**config.mk**
```make
export PLATFORM = sky130hd
export DESIGN_NAME = sound_level_hue_tracker
export DESIGN_NICKNAME = d
export VERILOG_FILES = /design/src/rtl/slht_pkg.sv /design/src/rtl/slht_divider.sv /design/src/rtl/slht_ema.sv /design/src/rtl/sound_level_hue_tracker.sv
export SDC_FILE = /design/constraint.sdc
export NUM_CORES = 1
export LEC_CHECK = 0
export ABC_CLOCK_PERIOD_IN_PS = 6750
export BUFFER_PORTS_ARGS = -buffer_cell sky130_fd_sc_hd__buf_2
export CAP_MARGIN = 5
export CORE_MARGIN = 2
export CORE_UTILIZATION = 50
export CTS_BUF_LIST = sky130_fd_sc_hd__clkbuf_4 sky130_fd_sc_hd__clkbuf_8
export CTS_CLUSTER_DIAMETER = 200
export DETAILED_ROUTE_END_ITERATION = 10
export MAX_ROUTING_LAYER = met4
export PLACE_DENSITY = 0.69
export SYNTH_ARGS = -nofsm -noshare
export SYNTH_HDL_FRONTEND = slang
export SYNTH_SLANG_ARGS = --single-unit
```
**constraint.sdc**
```tcl
create_clock -name clock -period 6.75 [get_ports clock]
set_input_delay 1.35 -clock clock [delete_from_list [all_inputs] [get_ports clock]]
set_output_delay 1.35 -clock clock [all_outputs]
set_load 0.005 [all_outputs]
```
**src/rtl/slht_pkg.sv**
```systemverilog
// ----------------------------------------------------------------------------
// Sound level hue tracker package
// Shared field widths, command and register codes, and the sequencer states.
// ----------------------------------------------------------------------------
package slht_pkg;

   localparam int CMD_W       = 2;
   localparam int SAMPLE_W    = 10;
   localparam int LEVEL_W     = 10;
   localparam int OFFSET_W    = 8;
   localparam int GAIN_W      = 8;
   localparam int WEIGHT_W    = 9;
   localparam int GAP_W       = 12;
   localparam int SCALED_W    = 20;
   localparam int HUE_OUT_W   = 7;
   localparam int DIFF_W      = 11;
   localparam int WHEEL_OUT_W = 5;
   localparam int CSR_INDEX_W = 2;
   localparam int CSR_DATA_W  = 9;

   localparam int HUE_TOP = 120;

   localparam logic [GAIN_W-1:0]   GAIN_RESET   = 8'd1;
   localparam logic [WEIGHT_W-1:0] WEIGHT_RESET = 9'd230;

   typedef enum logic [CMD_W-1:0] {
      CMD_SAMPLE     = 2'd0,
      CMD_END_WINDOW = 2'd1,
      CMD_UPDATE     = 2'd2,
      CMD_STEP       = 2'd3
   } cmd_type;

   typedef enum logic [CSR_INDEX_W-1:0] {
      CSR_LEVEL_OFFSET = 2'd0,
      CSR_LEVEL_GAIN   = 2'd1,
      CSR_EMA_WEIGHT   = 2'd2
   } csr_index_type;

   typedef enum logic [2:0] {
      ST_IDLE,
      ST_WIN_DIV,
      ST_EMA_GO,
      ST_WIN_EMA,
      ST_GAIN,
      ST_INC_DIV,
      ST_DONE
   } state_type;

endpackage

```
**src/rtl/slht_divider.sv**
```systemverilog
// ----------------------------------------------------------------------------
// Serial divider
// Restoring unsigned divider, one quotient bit per cycle, MSB first.
// ----------------------------------------------------------------------------
module slht_divider #(
   parameter int DIVIDEND_W = 20,
   parameter int DIVISOR_W  = 11
) (
   input  logic                  clock,
   input  logic                  reset,
   input  logic                  start,
   input  logic [DIVIDEND_W-1:0] dividend,
   input  logic [DIVISOR_W-1:0]  divisor,
   output logic                  done,
   output logic [DIVIDEND_W-1:0] quotient
);

   localparam int STEP_W = $clog2(DIVIDEND_W + 1);

   logic                  busy_ff, busy_in;
   logic                  done_ff, done_in;
   logic [STEP_W-1:0]     step_ff, step_in;
   logic [DIVIDEND_W-1:0] quo_ff, quo_in;
   logic [DIVISOR_W-1:0]  rem_ff, rem_in;
   logic [DIVISOR_W-1:0]  dvs_ff, dvs_in;
   logic [DIVISOR_W:0]    trial;
   logic                  fits;

   always_comb begin
      busy_in = busy_ff;
      done_in = 1'b0;
      step_in = step_ff;
      quo_in  = quo_ff;
      rem_in  = rem_ff;
      dvs_in  = dvs_ff;
      trial   = {rem_ff, quo_ff[DIVIDEND_W-1]};
      fits    = (trial >= {1'b0, dvs_ff});
      if (start) begin
         busy_in = 1'b1;
         step_in = STEP_W'(DIVIDEND_W);
         quo_in  = dividend;
         rem_in  = '0;
         dvs_in  = divisor;
      end else if (busy_ff) begin
         rem_in  = fits ? DIVISOR_W'(trial - {1'b0, dvs_ff}) : DIVISOR_W'(trial);
         quo_in  = {quo_ff[DIVIDEND_W-2:0], fits};
         step_in = step_ff - STEP_W'(1);
         if (step_ff == STEP_W'(1)) begin
            busy_in = 1'b0;
            done_in = 1'b1;
         end
      end
   end

   always_ff @(posedge clock) begin
      if (reset) begin
         busy_ff <= 1'b0;
         done_ff <= 1'b0;
         step_ff <= '0;
      end else begin
         busy_ff <= busy_in;
         done_ff <= done_in;
         step_ff <= step_in;
      end
      quo_ff <= quo_in;
      rem_ff <= rem_in;
      dvs_ff <= dvs_in;
   end

   assign done     = done_ff;
   assign quotient = quo_ff;

endmodule

```
**src/rtl/slht_ema.sv**
```systemverilog
// ----------------------------------------------------------------------------
// Serial moving average update
// Forms (fresh * (full - w) + old * w) >> scale with one weight bit per cycle.
// ----------------------------------------------------------------------------
module slht_ema
   import slht_pkg::*;
#(
   parameter int EMA_SCALE_BITS = 8
) (
   input  logic                clock,
   input  logic                reset,
   input  logic                start,
   input  logic [LEVEL_W-1:0]  old_level,
   input  logic [LEVEL_W-1:0]  fresh_level,
   input  logic [WEIGHT_W-1:0] old_weight,
   output logic                done,
   output logic [LEVEL_W-1:0]  result
);

   localparam int WGT_W  = EMA_SCALE_BITS + 1;
   localparam int CMP_W  = (WGT_W > WEIGHT_W) ? WGT_W : WEIGHT_W;
   localparam int ACC_W  = LEVEL_W + WGT_W;
   localparam int STEP_W = $clog2(WGT_W + 1);
   localparam logic [CMP_W-1:0] FULL_CMP = CMP_W'(1) << EMA_SCALE_BITS;
   localparam logic [WGT_W-1:0] FULL     = WGT_W'(1) << EMA_SCALE_BITS;

   logic                busy_ff, busy_in;
   logic                done_ff, done_in;
   logic [STEP_W-1:0]   step_ff, step_in;
   logic [WGT_W-1:0]    w_ff, w_in;
   logic [WGT_W-1:0]    nw_ff, nw_in;
   logic [ACC_W-1:0]    old_sh_ff, old_sh_in;
   logic [ACC_W-1:0]    fresh_sh_ff, fresh_sh_in;
   logic [ACC_W-1:0]    acc_ff, acc_in;
   logic [CMP_W-1:0]    w_ext;
   logic [WGT_W-1:0]    w_eff;

   always_comb begin
      busy_in     = busy_ff;
      done_in     = 1'b0;
      step_in     = step_ff;
      w_in        = w_ff;
      nw_in       = nw_ff;
      old_sh_in   = old_sh_ff;
      fresh_sh_in = fresh_sh_ff;
      acc_in      = acc_ff;
      w_ext       = CMP_W'(old_weight);
      w_eff       = (w_ext > FULL_CMP) ? FULL : WGT_W'(w_ext);
      if (start) begin
         busy_in     = 1'b1;
         step_in     = STEP_W'(WGT_W);
         w_in        = w_eff;
         nw_in       = FULL - w_eff;
         old_sh_in   = ACC_W'(old_level);
         fresh_sh_in = ACC_W'(fresh_level);
         acc_in      = '0;
      end else if (busy_ff) begin
         acc_in      = acc_ff + (w_ff[0] ? old_sh_ff : '0) + (nw_ff[0] ? fresh_sh_ff : '0);
         w_in        = w_ff >> 1;
         nw_in       = nw_ff >> 1;
         old_sh_in   = old_sh_ff << 1;
         fresh_sh_in = fresh_sh_ff << 1;
         step_in     = step_ff - STEP_W'(1);
         if (step_ff == STEP_W'(1)) begin
            busy_in = 1'b0;
            done_in = 1'b1;
         end
      end
   end

   always_ff @(posedge clock) begin
      if (reset) begin
         busy_ff <= 1'b0;
         done_ff <= 1'b0;
         step_ff <= '0;
      end else begin
         busy_ff <= busy_in;
         done_ff <= done_in;
         step_ff <= step_in;
      end
      w_ff        <= w_in;
      nw_ff       <= nw_in;
      old_sh_ff   <= old_sh_in;
      fresh_sh_ff <= fresh_sh_in;
      acc_ff      <= acc_in;
   end

   assign done   = done_ff;
   assign result = acc_ff[EMA_SCALE_BITS +: LEVEL_W];

endmodule

```
**src/rtl/sound_level_hue_tracker.sv**
```systemverilog
// ----------------------------------------------------------------------------
// Sound level hue tracker
// Window statistics, moving averages of mean and peak, and hue animation.
// ----------------------------------------------------------------------------
// One request beat in, exactly one response beat out. A sample or an animation
// step moves to ST_DONE and from there into the response register. An end of
// window runs the serial divider for the window mean (skipped if the window is
// empty) and then both bit-serial average units together; a hue target update
// forms the scaled level gap and then runs the serial divider for the step.
// A new request is taken once the previous one has reached the response
// register, even while that response is stalled.
module sound_level_hue_tracker
   import slht_pkg::*;
#(
   parameter int WINDOW_MAX     = 1024,
   parameter int LED_COUNT      = 24,
   parameter int HUE_FRAC_BITS  = 10,
   parameter int EMA_SCALE_BITS = 8
) (
   input  logic                      clock,
   input  logic                      reset,
   input  logic                      csr_we,
   input  logic [CSR_INDEX_W-1:0]    csr_index,
   input  logic [CSR_DATA_W-1:0]     csr_wdata,
   input  logic                      req_valid,
   output logic                      req_stall,
   input  logic [CMD_W-1:0]          req_command,
   input  logic [SAMPLE_W-1:0]       req_sample_value,
   output logic                      rsp_valid,
   input  logic                      rsp_stall,
   output logic [HUE_OUT_W-1:0]      rsp_hue,
   output logic [LEVEL_W-1:0]        rsp_average_level,
   output logic [LEVEL_W-1:0]        rsp_peak_level,
   output logic signed [DIFF_W-1:0]  rsp_level_difference,
   output logic [WHEEL_OUT_W-1:0]    rsp_wheel_position
);

   localparam int SUM_W   = $clog2(WINDOW_MAX * 1023 + 1);
   localparam int CNT_W   = $clog2(WINDOW_MAX + 1);
   localparam int HUE_MAX = HUE_TOP << HUE_FRAC_BITS;
   localparam int HUE_W   = $clog2(HUE_MAX + 1);
   localparam int INC_W   = HUE_W + 1;
   localparam int SUMH_W  = HUE_W + 2;
   localparam int LED_W   = $clog2(LED_COUNT + 1);
   localparam int WHEEL_W = $clog2(LED_COUNT);
   localparam int DIV_N   = (SUM_W > HUE_W) ? SUM_W : HUE_W;
   localparam int DIV_D   = (CNT_W > LED_W) ? CNT_W : LED_W;

   state_type                 state_ff, state_in;
   logic signed [OFFSET_W-1:0] offset_ff, offset_in;
   logic signed [GAIN_W-1:0]  gain_ff, gain_in;
   logic [WEIGHT_W-1:0]       weight_ff, weight_in;
   logic [SUM_W-1:0]          sum_ff, sum_in;
   logic [CNT_W-1:0]          count_ff, count_in;
   logic [LEVEL_W-1:0]        wpeak_ff, wpeak_in;
   logic [LEVEL_W-1:0]        mean_avg_ff, mean_avg_in;
   logic [LEVEL_W-1:0]        peak_avg_ff, peak_avg_in;
   logic [HUE_W-1:0]          hue_ff, hue_in;
   logic signed [INC_W-1:0]   inc_ff, inc_in;
   logic [WHEEL_W-1:0]        wheel_ff, wheel_in;
   logic [WHEEL_W-1:0]        wheel_before_ff, wheel_before_in;
   logic [LEVEL_W-1:0]        mean_ff, mean_in;
   logic signed [SCALED_W-1:0] lvl_ff, lvl_in;
   logic                      neg_ff, neg_in;
   logic                      rsp_valid_ff, rsp_valid_in;
   logic [HUE_OUT_W-1:0]      rsp_hue_ff, rsp_hue_in;
   logic [LEVEL_W-1:0]        rsp_avg_ff, rsp_avg_in;
   logic [LEVEL_W-1:0]        rsp_peak_ff, rsp_peak_in;
   logic signed [DIFF_W-1:0]  rsp_diff_ff, rsp_diff_in;
   logic [WHEEL_OUT_W-1:0]    rsp_wheel_ff, rsp_wheel_in;

   logic                      req_accept;
   logic                      rsp_load;
   cmd_type                   cmd;
   logic                      div_start;
   logic                      div_done;
   logic [DIV_N-1:0]          div_dividend;
   logic [DIV_D-1:0]          div_divisor;
   logic [DIV_N-1:0]          div_quotient;
   logic                      ema_start;
   logic                      mean_done;
   logic                      peak_done;
   logic [LEVEL_W-1:0]        mean_result;
   logic [LEVEL_W-1:0]        peak_result;
   logic signed [GAP_W-1:0]   gap;
   logic [HUE_OUT_W-1:0]      lvl_clamped;
   logic [HUE_W-1:0]          target;
   logic signed [HUE_W:0]     hue_diff;
   logic [HUE_W:0]            hue_diff_mag;
   logic [INC_W-1:0]          inc_mag;
   logic signed [SUMH_W-1:0]  hue_sum;

   assign cmd = cmd_type'(req_command);

   // sequencer
   always_comb begin
      state_in   = state_ff;
      req_stall  = (state_ff != ST_IDLE);
      req_accept = req_valid && (state_ff == ST_IDLE);
      div_start  = 1'b0;
      ema_start  = 1'b0;
      rsp_load   = 1'b0;
      unique case (state_ff)
         ST_IDLE: begin
            if (req_accept) begin
               unique case (cmd)
                  CMD_END_WINDOW: begin
                     if (count_ff != '0) begin
                        div_start = 1'b1;
                        state_in  = ST_WIN_DIV;
                     end else begin
                        state_in  = ST_EMA_GO;
                     end
                  end
                  CMD_UPDATE: state_in = ST_GAIN;
                  default:    state_in = ST_DONE;
               endcase
            end
         end
         ST_WIN_DIV: begin
            if (div_done) begin
               state_in = ST_EMA_GO;
            end
         end
         ST_EMA_GO: begin
            ema_start = 1'b1;
            state_in  = ST_WIN_EMA;
         end
         ST_WIN_EMA: begin
            if (mean_done && peak_done) begin
               state_in = ST_DONE;
            end
         end
         ST_GAIN: begin
            div_start = 1'b1;
            state_in  = ST_INC_DIV;
         end
         ST_INC_DIV: begin
            if (div_done) begin
               state_in = ST_DONE;
            end
         end
         ST_DONE: begin
            if (!rsp_valid_ff || !rsp_stall) begin
               rsp_load = 1'b1;
               state_in = ST_IDLE;
            end
         end
         default: state_in = ST_IDLE;
      endcase
   end

   // hue target arithmetic
   always_comb begin
      gap = $signed({2'b00, peak_avg_ff}) - $signed({2'b00, mean_avg_ff})
            - GAP_W'(offset_ff);
      if (lvl_ff < 0) begin
         lvl_clamped = '0;
      end else if (lvl_ff > SCALED_W'(HUE_TOP)) begin
         lvl_clamped = HUE_OUT_W'(HUE_TOP);
      end else begin
         lvl_clamped = lvl_ff[HUE_OUT_W-1:0];
      end
      target       = HUE_W'(HUE_OUT_W'(HUE_TOP) - lvl_clamped) << HUE_FRAC_BITS;
      hue_diff     = $signed({1'b0, target}) - $signed({1'b0, hue_ff});
      hue_diff_mag = hue_diff[HUE_W] ? (HUE_W + 1)'(-hue_diff) : hue_diff;
      inc_mag      = {1'b0, div_quotient[HUE_W-1:0]};
      hue_sum      = $signed({2'b00, hue_ff}) + SUMH_W'(inc_ff);
   end

   assign div_dividend = (state_ff == ST_GAIN) ? DIV_N'(hue_diff_mag[HUE_W-1:0])
                                               : DIV_N'(sum_ff);
   assign div_divisor  = (state_ff == ST_GAIN) ? DIV_D'(LED_COUNT) : DIV_D'(count_ff);

   // datapath
   always_comb begin
      offset_in       = offset_ff;
      gain_in         = gain_ff;
      weight_in       = weight_ff;
      sum_in          = sum_ff;
      count_in        = count_ff;
      wpeak_in        = wpeak_ff;
      mean_avg_in     = mean_avg_ff;
      peak_avg_in     = peak_avg_ff;
      hue_in          = hue_ff;
      inc_in          = inc_ff;
      wheel_in        = wheel_ff;
      wheel_before_in = wheel_before_ff;
      mean_in         = mean_ff;
      lvl_in          = lvl_ff;
      neg_in          = neg_ff;
      rsp_valid_in    = rsp_valid_ff && rsp_stall;
      rsp_hue_in      = rsp_hue_ff;
      rsp_avg_in      = rsp_avg_ff;
      rsp_peak_in     = rsp_peak_ff;
      rsp_diff_in     = rsp_diff_ff;
      rsp_wheel_in    = rsp_wheel_ff;

      if (csr_we) begin
         unique case (csr_index)
            CSR_LEVEL_OFFSET: offset_in = csr_wdata[OFFSET_W-1:0];
            CSR_LEVEL_GAIN:   gain_in   = csr_wdata[GAIN_W-1:0];
            CSR_EMA_WEIGHT:   weight_in = csr_wdata[WEIGHT_W-1:0];
            default:          ;
         endcase
      end

      if (req_accept) begin
         wheel_before_in = wheel_ff;
         case (cmd)
            CMD_SAMPLE: begin
               if (count_ff < CNT_W'(WINDOW_MAX)) begin
                  sum_in   = sum_ff + SUM_W'(req_sample_value);
                  count_in = count_ff + CNT_W'(1);
                  if (req_sample_value > wpeak_ff) begin
                     wpeak_in = req_sample_value;
                  end
               end
            end
            CMD_END_WINDOW: mean_in = '0;
            CMD_UPDATE:     lvl_in  = SCALED_W'(gap) * SCALED_W'(gain_ff);
            default: begin
               if (hue_sum < 0) begin
                  hue_in = '0;
               end else if (hue_sum > SUMH_W'(HUE_MAX)) begin
                  hue_in = HUE_W'(HUE_MAX);
               end else begin
                  hue_in = hue_sum[HUE_W-1:0];
               end
               wheel_in = (wheel_ff == WHEEL_W'(LED_COUNT - 1)) ? '0
                                                               : wheel_ff + WHEEL_W'(1);
            end
         endcase
      end

      if (state_ff == ST_WIN_DIV && div_done) begin
         mean_in = div_quotient[LEVEL_W-1:0];
      end
      if (state_ff == ST_WIN_EMA && mean_done && peak_done) begin
         mean_avg_in = mean_result;
         peak_avg_in = peak_result;
         sum_in      = '0;
         count_in    = '0;
         wpeak_in    = '0;
      end
      if (state_ff == ST_GAIN) begin
         neg_in = hue_diff[HUE_W];
      end
      if (state_ff == ST_INC_DIV && div_done) begin
         inc_in = neg_ff ? $signed(-inc_mag) : $signed(inc_mag);
      end

      if (rsp_load) begin
         rsp_valid_in = 1'b1;
         rsp_hue_in   = hue_ff[HUE_FRAC_BITS +: HUE_OUT_W];
         rsp_avg_in   = mean_avg_ff;
         rsp_peak_in  = peak_avg_ff;
         rsp_diff_in  = $signed(DIFF_W'(peak_avg_ff) - DIFF_W'(mean_avg_ff));
         rsp_wheel_in = WHEEL_OUT_W'(wheel_before_ff);
      end
   end

   always_ff @(posedge clock) begin
      if (reset) begin
         state_ff     <= ST_IDLE;
         offset_ff    <= '0;
         gain_ff      <= GAIN_RESET;
         weight_ff    <= WEIGHT_RESET;
         sum_ff       <= '0;
         count_ff     <= '0;
         wpeak_ff     <= '0;
         mean_avg_ff  <= '0;
         peak_avg_ff  <= '0;
         hue_ff       <= HUE_W'(HUE_MAX);
         inc_ff       <= '0;
         wheel_ff     <= '0;
         rsp_valid_ff <= 1'b0;
      end else begin
         state_ff     <= state_in;
         offset_ff    <= offset_in;
         gain_ff      <= gain_in;
         weight_ff    <= weight_in;
         sum_ff       <= sum_in;
         count_ff     <= count_in;
         wpeak_ff     <= wpeak_in;
         mean_avg_ff  <= mean_avg_in;
         peak_avg_ff  <= peak_avg_in;
         hue_ff       <= hue_in;
         inc_ff       <= inc_in;
         wheel_ff     <= wheel_in;
         rsp_valid_ff <= rsp_valid_in;
      end
      wheel_before_ff <= wheel_before_in;
      mean_ff         <= mean_in;
      lvl_ff          <= lvl_in;
      neg_ff          <= neg_in;
      rsp_hue_ff      <= rsp_hue_in;
      rsp_avg_ff      <= rsp_avg_in;
      rsp_peak_ff     <= rsp_peak_in;
      rsp_diff_ff     <= rsp_diff_in;
      rsp_wheel_ff    <= rsp_wheel_in;
   end

   slht_divider #(
      .DIVIDEND_W (DIV_N),
      .DIVISOR_W  (DIV_D)
   ) u_divider (
      .clock    (clock),
      .reset    (reset),
      .start    (div_start),
      .dividend (div_dividend),
      .divisor  (div_divisor),
      .done     (div_done),
      .quotient (div_quotient)
   );

   slht_ema #(
      .EMA_SCALE_BITS (EMA_SCALE_BITS)
   ) u_mean_ema (
      .clock       (clock),
      .reset       (reset),
      .start       (ema_start),
      .old_level   (mean_avg_ff),
      .fresh_level (mean_ff),
      .old_weight  (weight_ff),
      .done        (mean_done),
      .result      (mean_result)
   );

   slht_ema #(
      .EMA_SCALE_BITS (EMA_SCALE_BITS)
   ) u_peak_ema (
      .clock       (clock),
      .reset       (reset),
      .start       (ema_start),
      .old_level   (peak_avg_ff),
      .fresh_level (wpeak_ff),
      .old_weight  (weight_ff),
      .done        (peak_done),
      .result      (peak_result)
   );

   assign rsp_valid            = rsp_valid_ff;
   assign rsp_hue              = rsp_hue_ff;
   assign rsp_average_level    = rsp_avg_ff;
   assign rsp_peak_level       = rsp_peak_ff;
   assign rsp_level_difference = rsp_diff_ff;
   assign rsp_wheel_position   = rsp_wheel_ff;

endmodule

```
==> results_dict.tcl, run 1 <==
set metrics [dict create \
    status "complete, but fails checks" \
    violations "negative setup slack" \
    first_pass_iters 7 \
    htree_levels 3 \
    fin_skew_ns 0.0500 \
    postCtsHoldBufs 0 \
    clock.fmax_mhz 145 \
    pin_count 73 \
    cp.arrival_ns 7.34 \
    place_congestion 0.919 \
    cp.required_ns 7.17 \
    avgSynthCellArea_um2 9.19 \
    clk_pin_slew_ns 0.07 \
    portBuffers 72 \
    endpoint_kind "register" \
    async_reset_ff_frac 0 \
    num-nets-final 3321 \
    grt_pass1_vias 20203 \
    syn_nets 3163 \
    sw_frac_of_total 0.386 \
    grt_max_degree 97 \
    grt_pass1_wl_mm 101 \
    setup_tns_ns -0.403 \
    wire_per_inst_um 16.4 \
    final_hold_viol_count 0 \
    wl_mm 61.7 \
    power.leakage_uw 0.0130 \
    final_cells 3752 \
    switchingPower_uw 4610 \
    p_comb_frac 0.435 \
    total_power_uw 11900 \
    start_kind "register" \
    layout_min_cycle_time_ns 6.91 \
    synth_top_cell_area_share 0.213 \
    core_um2 51600 \
    intPower_uw 7330 \
    hp-class "register to register" \
    maxCapViolCount 0 \
    max_slew_margin 0.190 \
    maxSlewViolCount 0 \
    numCtsBuffers 72 \
    cts_root_buffer "clkbuf_8" \
    slowest_delay_ns 0.53 \
    syn-cell-area_um2 26200 \
    synth.distinct_cells 79 \
    dr.first_iter.drc_count 1308 \
    fin_ws_ns -0.163 \
    grt-ovfl-total 0 \
    dpl.hpwl_mm 44.4 \
    p_per_area_nw_per_um2 395 \
    drc 0 \
    die_h_um 233 \
    cts_tree "built" \
    yosys_warnings 0 \
    start_util 0.508 \
    placedCellCount 3601 \
    die_x_um 233 \
    ys_ff_latch 414 \
    fin_crit_sh 1.02 \
    placed_cell_area_um2 28000 \
    ys.flop_type "dfxtp_1" \
    peakVddDrop_v 0.000180 \
    insertion_delay_ns 0.67 \
    std_cell_rows 83 \
    antenna_found_initial 2 \
    synth_edf_count 186 \
    cts.sinks 414 \
    crit_top_cell "inv_1" \
    globalRouteTotalUtil 0.237 \
    area_delta_synth_final_pct 15.2 \
    dieArea_um2 54300 \
    yosysSeqAreaShare 0.387 \
    yosysTopAreaCell "edfxtp_1" \
    finalInstanceArea_um2 30200 \
    synth_cells 2852 \
    setup_viol_count_final 4 \
    drtAntennaViolNets 0 \
    crit_type "register to register" \
    crit_fanout 6 \
    nFillCells 4400 \
    synth_area_leaders "edfxtp_1 (21%), dfxtp_1 (17%), fa_1 (9.2%)" \
    power_frac_clock 0.228 \
    clk_path_buf_depth 3 \
    viasPerCell 5.41 \
    dr_total_vias 20315 \
    rsz0062_at_grt "yes" \
    seqPwrFrac 0.336 \
    drive_gt1_frac 0.148 \
    tightest_slew_ns 1.21 \
    final_util 0.585 \
    critical-path-slowest-cell "fa_1" \
]
[placed cells by master, fill, tap and decap left out, types with 11 or more instances in the layout]
master,synthesis,routed
o21ai_0,123,110
a211oi_1,26,24
nor2b_1,58,55
inv_1,319,306
o31ai_1,13,12
xor2_1,56,55
and2_1,77,74
nand4_1,13,13
a21o_1,31,31
o21a_1,13,13
edfxtp_1,186,186
dfxtp_1,228,224
nor2_1,246,245
nand2_1,381,375
mux2i_1,93,93
nand2b_1,31,25
buf_4,1,122
fa_1,120,118
a22o_1,14,14
a31oi_1,15,13
nor4_1,19,18
inv_2,1,14
a21oi_1,162,157
o21ai_1,3,11
ha_1,163,150
clkbuf_4,0,21
xnor2_1,99,96
or3_1,19,17
nand3_1,29,25
clkbuf_8,0,84
buf_2,4,71
nand3b_1,15,15
nor3_1,50,42
[per-stage QoR]
step / worst slack, ns / hold WS (ns)
after floorplan: -0.00690 / 0.400
after global placement: -0.294 / 0.407
after detailed placement: -0.401 / 0.414
after CTS: -0.109 / 0.418
after global routing: -0.602 / 0.426
final: -0.163 / 0.419
[cell type report]
cell class / count / area, um2 / area share
antenna: 2 / 5.00 / 0.000166
clock buffer: 105 / 1310 / 0.0435
clock inverter: 29 / 400 / 0.0133
inverter: 322 / 1210 / 0.0400
multi-input combinational: 2007 / 15000 / 0.496
sequential: 414 / 10200 / 0.336
tap: 680 / 851 / 0.0282
timing repair buffer: 193 / 1270 / 0.0421
[worst max-delay path, delay by kind of cell (launching register included)]
kind | cells | cell delay (ns)
AOI/OAI and AO/OA | 10 | 1.68
xor gates and xnor gates | 3 | 0.41
adders and majority gates | 8 | 2.79
buffers and inverters | 6 | 0.30
DFF | 1 | 0.32
and+or+nand+nor | 8 | 1.17
[power by group through the flow]
stage	Sequential (uW)	Combinational, uW	Clock (uW)
3_3_place_gp	4040	4730	0
3_5_place_dp	4070	4880	0
6_report	4020	5200	2730
4_1_cts	4020	5050	2780
5_1_grt	4100	5870	2880
2_1_floorplan	3790	3750	0
[registers in the layout, indices dropped and copies added (netlist names), 11 cells and up]
name	count
u_mean_ema.acc_ff	18
inc_ff	18
u_peak_ema.fresh_sh_ff	18
u_divider.rem_ff	11
u_divider.quotient	20
count_ff	11
sum_ff	20
u_mean_ema.old_sh_ff	18
lvl_ff	20
u_divider.dvs_ff	11
hue_ff	17
u_mean_ema.fresh_sh_ff	18
rsp_level_difference	11
u_peak_ema.old_sh_ff	18
u_peak_ema.acc_ff	18
[Yosys cell counts (all sizes together) (4+ instances only)]
library cell / n
nand2: 381
inv: 320
nor2: 246
dfxtp: 228
edfxtp: 186
ha: 163
a21oi: 162
o21ai: 128
fa: 120
xnor2: 100
clkbuf: 94
mux2i: 93
and2: 77
nor2b: 58
xor2: 56
nor3: 52
a21o: 31
nand2b: 31
nand3: 29
a211oi: 26
or3: 21
nor4: 19
a21boi: 16
a31oi: 15
buf: 15
nand3b: 15
o31ai: 15
a22o: 14
nand4: 13
o21a: 13
and3: 11
or2: 10
a2111oi: 8
mux2: 6
o21bai: 6
a31o: 5
nor3b: 5
nor4b: 5
o211ai: 5
a2111o: 4
a211o: 4
o31a: 4
or4: 4
[final timing paths]
check,cells after the start,end,from,slack [ns]
worst max-delay path,35,lvl_ff[19]$_DFFE_PP_,peak_avg_ff[0]$_SDFFE_PP0P_,-0.16
worst min-delay path,0,rsp_wheel_position[3]$_DFFE_PP_,wheel_before_ff[3]$_DFFE_PP_,0.42
worst max register to register,35,lvl_ff[19]$_DFFE_PP_,peak_avg_ff[0]$_SDFFE_PP0P_,-0.16
worst min register to register,0,rsp_wheel_position[3]$_DFFE_PP_,wheel_before_ff[3]$_DFFE_PP_,0.42
[kinds of logic after synthesis]
logic type	after synthesis	share of synthesized area
and+or+nand+nor	988	0.176
AOI/OAI and AO/OA	481	0.114
buffers and inverters	431	0.0626
DFF	414	0.387
adders and majority gates	283	0.169
xor gates and xnor gates	156	0.0524
muxes	99	0.0381
[layer usage]
metal | global-route usage | part of all wire | vias up
li1 | - | - | 9910
met1 | 0.309 | 0.46 | 9829
met2 | 0.379 | 0.47 | 465
met3 | 0.0370 | 0.048 | 111
met4 | 0.0760 | 0.026 | 0
met5 | - | 0 | -
[what timing repair did]
action,in CTS,in global routing
cloned,0,0
buffers inserted,8,7
setup endpoints to repair,6,9
gates resized for setup,44,41
pin swaps,47,37
hold endpoints to repair,0,0
Note: power is estimated with default switching activity, not from simulation.
==> inputs of run 2 (changes only) <==
Settings changed: PLACE_DENSITY 0.69 to 0.73.
==> results_dict.tcl, run 2 (synthesis gave the netlist of run 1 again) <==
set metrics [dict create \
    dr_total_vias 20430 \
    reg2reg_from "peak_avg_ff[0]$_SDFFE_PP0P_" \
    start_kind "register" \
    hp-class "register to register" \
    portBuffers 72 \
    cts_tree "built" \
    min-delay-start "wheel_before_ff[0]$_DFFE_PP_" \
    power.leakage_uw 0.0130 \
    grt_pass1_vias 20619 \
    rr_worst_depth 31 \
    grt-ovfl-total 0 \
    fin_crit_sh 1.05 \
    final_common_cell "nand2_1" \
    drive_gt1_frac 0.152 \
    r2r_end "lvl_ff[18]$_DFFE_PP_" \
    std_cell_rows 83 \
    layout_min_cycle_time_ns 7.10 \
    start_util 0.508 \
    fin_ws_ns -0.347 \
    clk_pin_slew_ns 0.07 \
    status "complete, but fails checks" \
    layout_common_cells "nand2_1 (376), inv_1 (305), nor2_1 (243), dfxtp_1 (223), edfxtp_1 (186)" \
    die_x_um 233 \
    drc 0 \
    grt_pass1_wl_mm 102 \
    cts_root_buffer "clkbuf_8" \
    cts.sinks 414 \
    dr.first_iter.drc_count 1195 \
    setup_viol_count_final 7 \
    clk_path_buf_depth 3 \
    setup_tns_ns -1.42 \
    num-nets-final 3325 \
    antenna_found_initial 2 \
    cp_num_buf_inv 7 \
    max_slew_margin 0.275 \
    die_h_um 233 \
    fin_skew_ns 0.0340 \
    numCtsBuffers 72 \
    cp.required_ns 7.15 \
    cp.arrival_ns 7.50 \
    peakVddDrop_v 0.000219 \
    crit_type "register to register" \
    final_cells 3751 \
    hold-path-endpoint "rsp_wheel_position[0]$_DFFE_PP_" \
    pin_count 73 \
    globalRouteTotalUtil 0.241 \
    core_um2 51600 \
    violations "negative setup slack" \
    slowest_delay_ns 0.52 \
    grt_max_degree 94 \
    first_pass_iters 6 \
    wire_per_inst_um 16.8 \
    min_path_cells 0 \
    postCtsHoldBufs 0 \
    dieArea_um2 54300 \
    dpl.hpwl_mm 45.1 \
    area_delta_synth_final_pct 15.0 \
    tightest_slew_ns 1.09 \
    critical-path-slowest-cell "fa_1" \
    clock.fmax_mhz 141 \
    crit_fanout 5 \
    final_hold_viol_count 0 \
    maxSlewViolCount 0 \
    maxCapViolCount 0 \
    endpoint_kind "register" \
    htree_levels 3 \
    viasPerCell 5.45 \
    critPathTopFamily "adder cells" \
    r2r_slack_ns -0.35 \
    p_per_area_nw_per_um2 391 \
    insertion_delay_ns 0.66 \
    place_congestion 0.911 \
    drtAntennaViolNets 0 \
    wl_mm 62.9 \
    rsz0062_at_grt "yes" \
    placedCellCount 3598 \
]
-- run 2: cell types whose count changed in the layout (fill, tap and decap cells not counted), sizes merged --
cell and change:
buf +4, bufinv -4, clkinv +3, clkinvlp -3, inv -1
-- run 2: per-stage QoR --
stage                     utilization  hold slack (ns)  worst slack (ns)  instance area, um2  power [uW]
after floorplan                     -            0.400          -0.00690               26400        7540
after detailed placement        0.542            0.406            -0.457               28000        8940
after global placement          0.542            0.404            -0.328               28000        8760
after CTS                       0.576            0.416            -0.225               29700       11600
after global routing            0.584            0.425            -0.623               30100       12700
final                           0.584            0.413            -0.347               30100       11800
-- run 2: power by group --
| group | leakage, uW | total (uW) | internal (uW) | switching (uW) |
|---|---|---|---|---|
| Sequential | 0.00361 | 4020 | 3500 | 518 |
| Combinational | 0.00860 | 5260 | 2220 | 3030 |
| Clock | 0.000814 | 2510 | 1440 | 1070 |
| Total | 0.0130 | 11800 | 7160 | 4620 |
-- run 2: timing repair --
action,in CTS,in global routing
buffers inserted,9,13
cloned,0,0
resized for setup,28,75
endpoints found under the setup margin,7,10
pin swaps,25,48
-- run 2: final cells by class --
| cell class | instances | area, um2 |
|---|---|---|
| Antenna cell | 2 | 5.00 |
| Timing Repair Buffer | 197 | 1310 |
| Inverter | 322 | 1210 |
| Tap cell | 680 | 851 |
| Clock inverter | 24 | 251 |
| Fill cell | 4259 | 21500 |
| Clock buffer | 105 | 1310 |
| Sequential cell | 414 | 10200 |
| Multi-Input combinational cell | 2007 | 15100 |
-- run 2: layer usage --
metal	share of wire	global-route usage	wire length (um)
met2	0.47	0.389	29800
met1	0.44	0.306	28000
met5	0	-	0
met4	0.027	0.0882	1680
met3	0.054	0.0414	3410
-- run 2: how the worst max path moves through the flow --
| stage | from | to | slack [ns] | depth (start not counted) |
|---|---|---|---|---|
| 2_1_floorplan | peak_avg_ff[0]$_SDFFE_PP0P_ | lvl_ff[19]$_DFFE_PP_ | -0.007 | 36 |
| 4_1_cts | peak_avg_ff[0]$_SDFFE_PP0P_ | lvl_ff[18]$_DFFE_PP_ | -0.22 | 33 |
| 6_report | peak_avg_ff[0]$_SDFFE_PP0P_ | lvl_ff[18]$_DFFE_PP_ | -0.35 | 31 |
| 3_5_place_dp | peak_avg_ff[0]$_SDFFE_PP0P_ | lvl_ff[19]$_DFFE_PP_ | -0.46 | 31 |
| 5_1_grt | peak_avg_ff[0]$_SDFFE_PP0P_ | lvl_ff[19]$_DFFE_PP_ | -0.62 | 30 |
| 3_3_place_gp | peak_avg_ff[0]$_SDFFE_PP0P_ | lvl_ff[19]$_DFFE_PP_ | -0.33 | 31 |
==> inputs of run 3 (changes only) <==
Settings changed: CELL_PAD_IN_SITES_DETAIL_PLACEMENT set to 0, CELL_PAD_IN_SITES_GLOBAL_PLACEMENT set to 1, CORE_UTILIZATION 50 to 46, PLACE_DENSITY 0.73 to 0.83.
==> results_dict.tcl, run 3 (synthesis gave the netlist of run 1 again) <==
set metrics [dict create \
    layout_common_cells "nand2_1 (375), inv_1 (301), nor2_1 (240), dfxtp_1 (223), edfxtp_1 (186)" \
    portBuffers 72 \
    maxCapViolCount 0 \
    slowest_delay_ns 0.53 \
    cts.sinks 414 \
    drive_gt1_frac 0.156 \
    start_kind "register" \
    rsz0062_at_grt "yes" \
    intPower_uw 7150 \
    crit_fanout 4 \
    setup_viol_count_final 6 \
    pin_count 73 \
    status "complete, but fails checks" \
    clock.fmax_mhz 141 \
    hp-class "register to register" \
    power.leakage_uw 0.0131 \
    cp.required_ns 7.11 \
    area_delta_synth_final_pct 16.0 \
    grt_pass1_vias 20586 \
    layout_min_cycle_time_ns 7.09 \
    final_cells 3838 \
    dieArea_um2 58900 \
    place_congestion 0.926 \
    dpl.hpwl_mm 46.5 \
    htree_levels 3 \
    p_per_area_nw_per_um2 388 \
    seqPwrFrac 0.342 \
    first_pass_iters 6 \
    core_um2 56400 \
    grt_max_degree 73 \
    clk_pin_slew_ns 0.06 \
    wl_mm 64.1 \
    switchingPower_uw 4650 \
    power_frac_clock 0.205 \
    fin_crit_sh 1.05 \
    fin_ws_ns -0.336 \
    wire_per_inst_um 16.7 \
    tightest_slew_ns 1.23 \
    critical-path-slowest-cell "fa_1" \
    globalRouteTotalUtil 0.223 \
    max_slew_margin 0.182 \
    p_comb_frac 0.453 \
    antenna_found_initial 2 \
    start_util 0.465 \
    fin_skew_ns 0.0271 \
    final_hold_viol_count 0 \
    dpl_worst_slack_ns -0.495 \
    numCtsBuffers 74 \
    cts_root_buffer "clkbuf_8" \
    reg2reg_from "peak_avg_ff[0]$_SDFFE_PP0P_" \
    drtAntennaViolNets 0 \
    worstSetupStartpoint "peak_avg_ff[0]$_SDFFE_PP0P_" \
    std_cell_rows 87 \
    sw_frac_of_total 0.394 \
    dr_total_vias 20332 \
    grt_pass1_wl_mm 105 \
    maxSlewViolCount 0 \
    endpoint_kind "register" \
    dr.first_iter.drc_count 1179 \
    min-delay-start "wheel_before_ff[2]$_DFFE_PP_" \
    clk_path_buf_depth 3 \
    drc 0 \
    cts_tree "built" \
    viasPerCell 5.30 \
    final_common_cell "nand2_1" \
    num-nets-final 3330 \
    crit_top_cell "fa_1" \
    violations "negative setup slack" \
    insertion_delay_ns 0.65 \
    peakVddDrop_v 0.000210 \
    placedCellCount 3671 \
    die_h_um 243 \
    grt-ovfl-total 0 \
    cp.arrival_ns 7.45 \
    crit_type "register to register" \
    die_x_um 243 \
]
==> run 3: changes by cell type in the layout (fill, tap and decap cells not counted), sizes merged <==
cell	previous run	this run
clkbuf	105	118
bufinv	5	0
clkinvlp	4	3
buf	197	200
inv	321	322
==> run 3: critical path: cells and delay by family (launching register included) <==
family,cells,cell delay (ns)
adders and majority gates,8,2.82
buffers and inverters,6,0.45
and+or+nand+nor,7,1.16
AOI/OAI and AO/OA,12,1.94
xor gates and xnor gates,1,0.12
DFF,1,0.32
==> run 3: routing by layer <==
| metal | up-vias | GRT usage | wire length, um |
|---|---|---|---|
| met5 | - | - | 0 |
| met4 | 0 | 0.0695 | 1770 |
| met3 | 120 | 0.0342 | 2670 |
| met2 | 441 | 0.359 | 30000 |
| met1 | 9848 | 0.290 | 29700 |
| li1 | 9923 | - | - |
==> run 3: per-stage QoR <==
| stage | setup TNS (ns) | hold slack (ns) | util | cell area (um2) | power (uW) |
|---|---|---|---|---|---|
| after floorplan | -0.00690 | 0.400 | - | 26400 | 7540 |
| after global placement | -1.10 | 0.406 | 0.498 | 28100 | 8790 |
| after detailed placement | -1.68 | 0.412 | 0.498 | 28100 | 8950 |
| after CTS | -0.839 | 0.410 | 0.528 | 29800 | 11500 |
| after global routing | -3.19 | 0.404 | 0.539 | 30400 | 12800 |
| final | -1.29 | 0.416 | 0.539 | 30400 | 11800 |
==> run 3: path summary, 6_finish.rpt <==
path                                          end  slack, ns  depth (start not counted)
hold reg to reg   rsp_wheel_position[2]$_DFFE_PP_       0.42                          0
hold / removal    rsp_wheel_position[2]$_DFFE_PP_       0.42                          0
setup reg to reg             lvl_ff[19]$_DFFE_PP_      -0.34                         34
setup / recovery             lvl_ff[19]$_DFFE_PP_      -0.34                         34
==> run 3: layout make-up <==
cell class / count / area (um2)
repair buffers: 200 / 1390
clock inverters: 19 / 108
inverters: 322 / 1210
flip-flops and latches: 414 / 10200
fillers: 5089 / 26000
clock buffers: 118 / 1440
diodes: 2 / 5.00
multi-input cells: 2007 / 15200
well taps: 756 / 946
==> run 3: power groups by stage <==
stage                     Combinational [uW]  Clock [uW]  Sequential, uW
after floorplan                         3750           0            3790
after global placement                  4730           0            4060
after detailed placement                4860           0            4080
after CTS                               4970        2490            4030
after global routing                    6030        2610            4120
final                                   5340        2420            4040
==> run 3: what timing repair did <==
item	4_1_cts	5_1_grt
gates resized for setup	30	101
pin swaps	42	53
buffers inserted	12	19
setup endpoints to repair	7	9
hold buffers	0	0
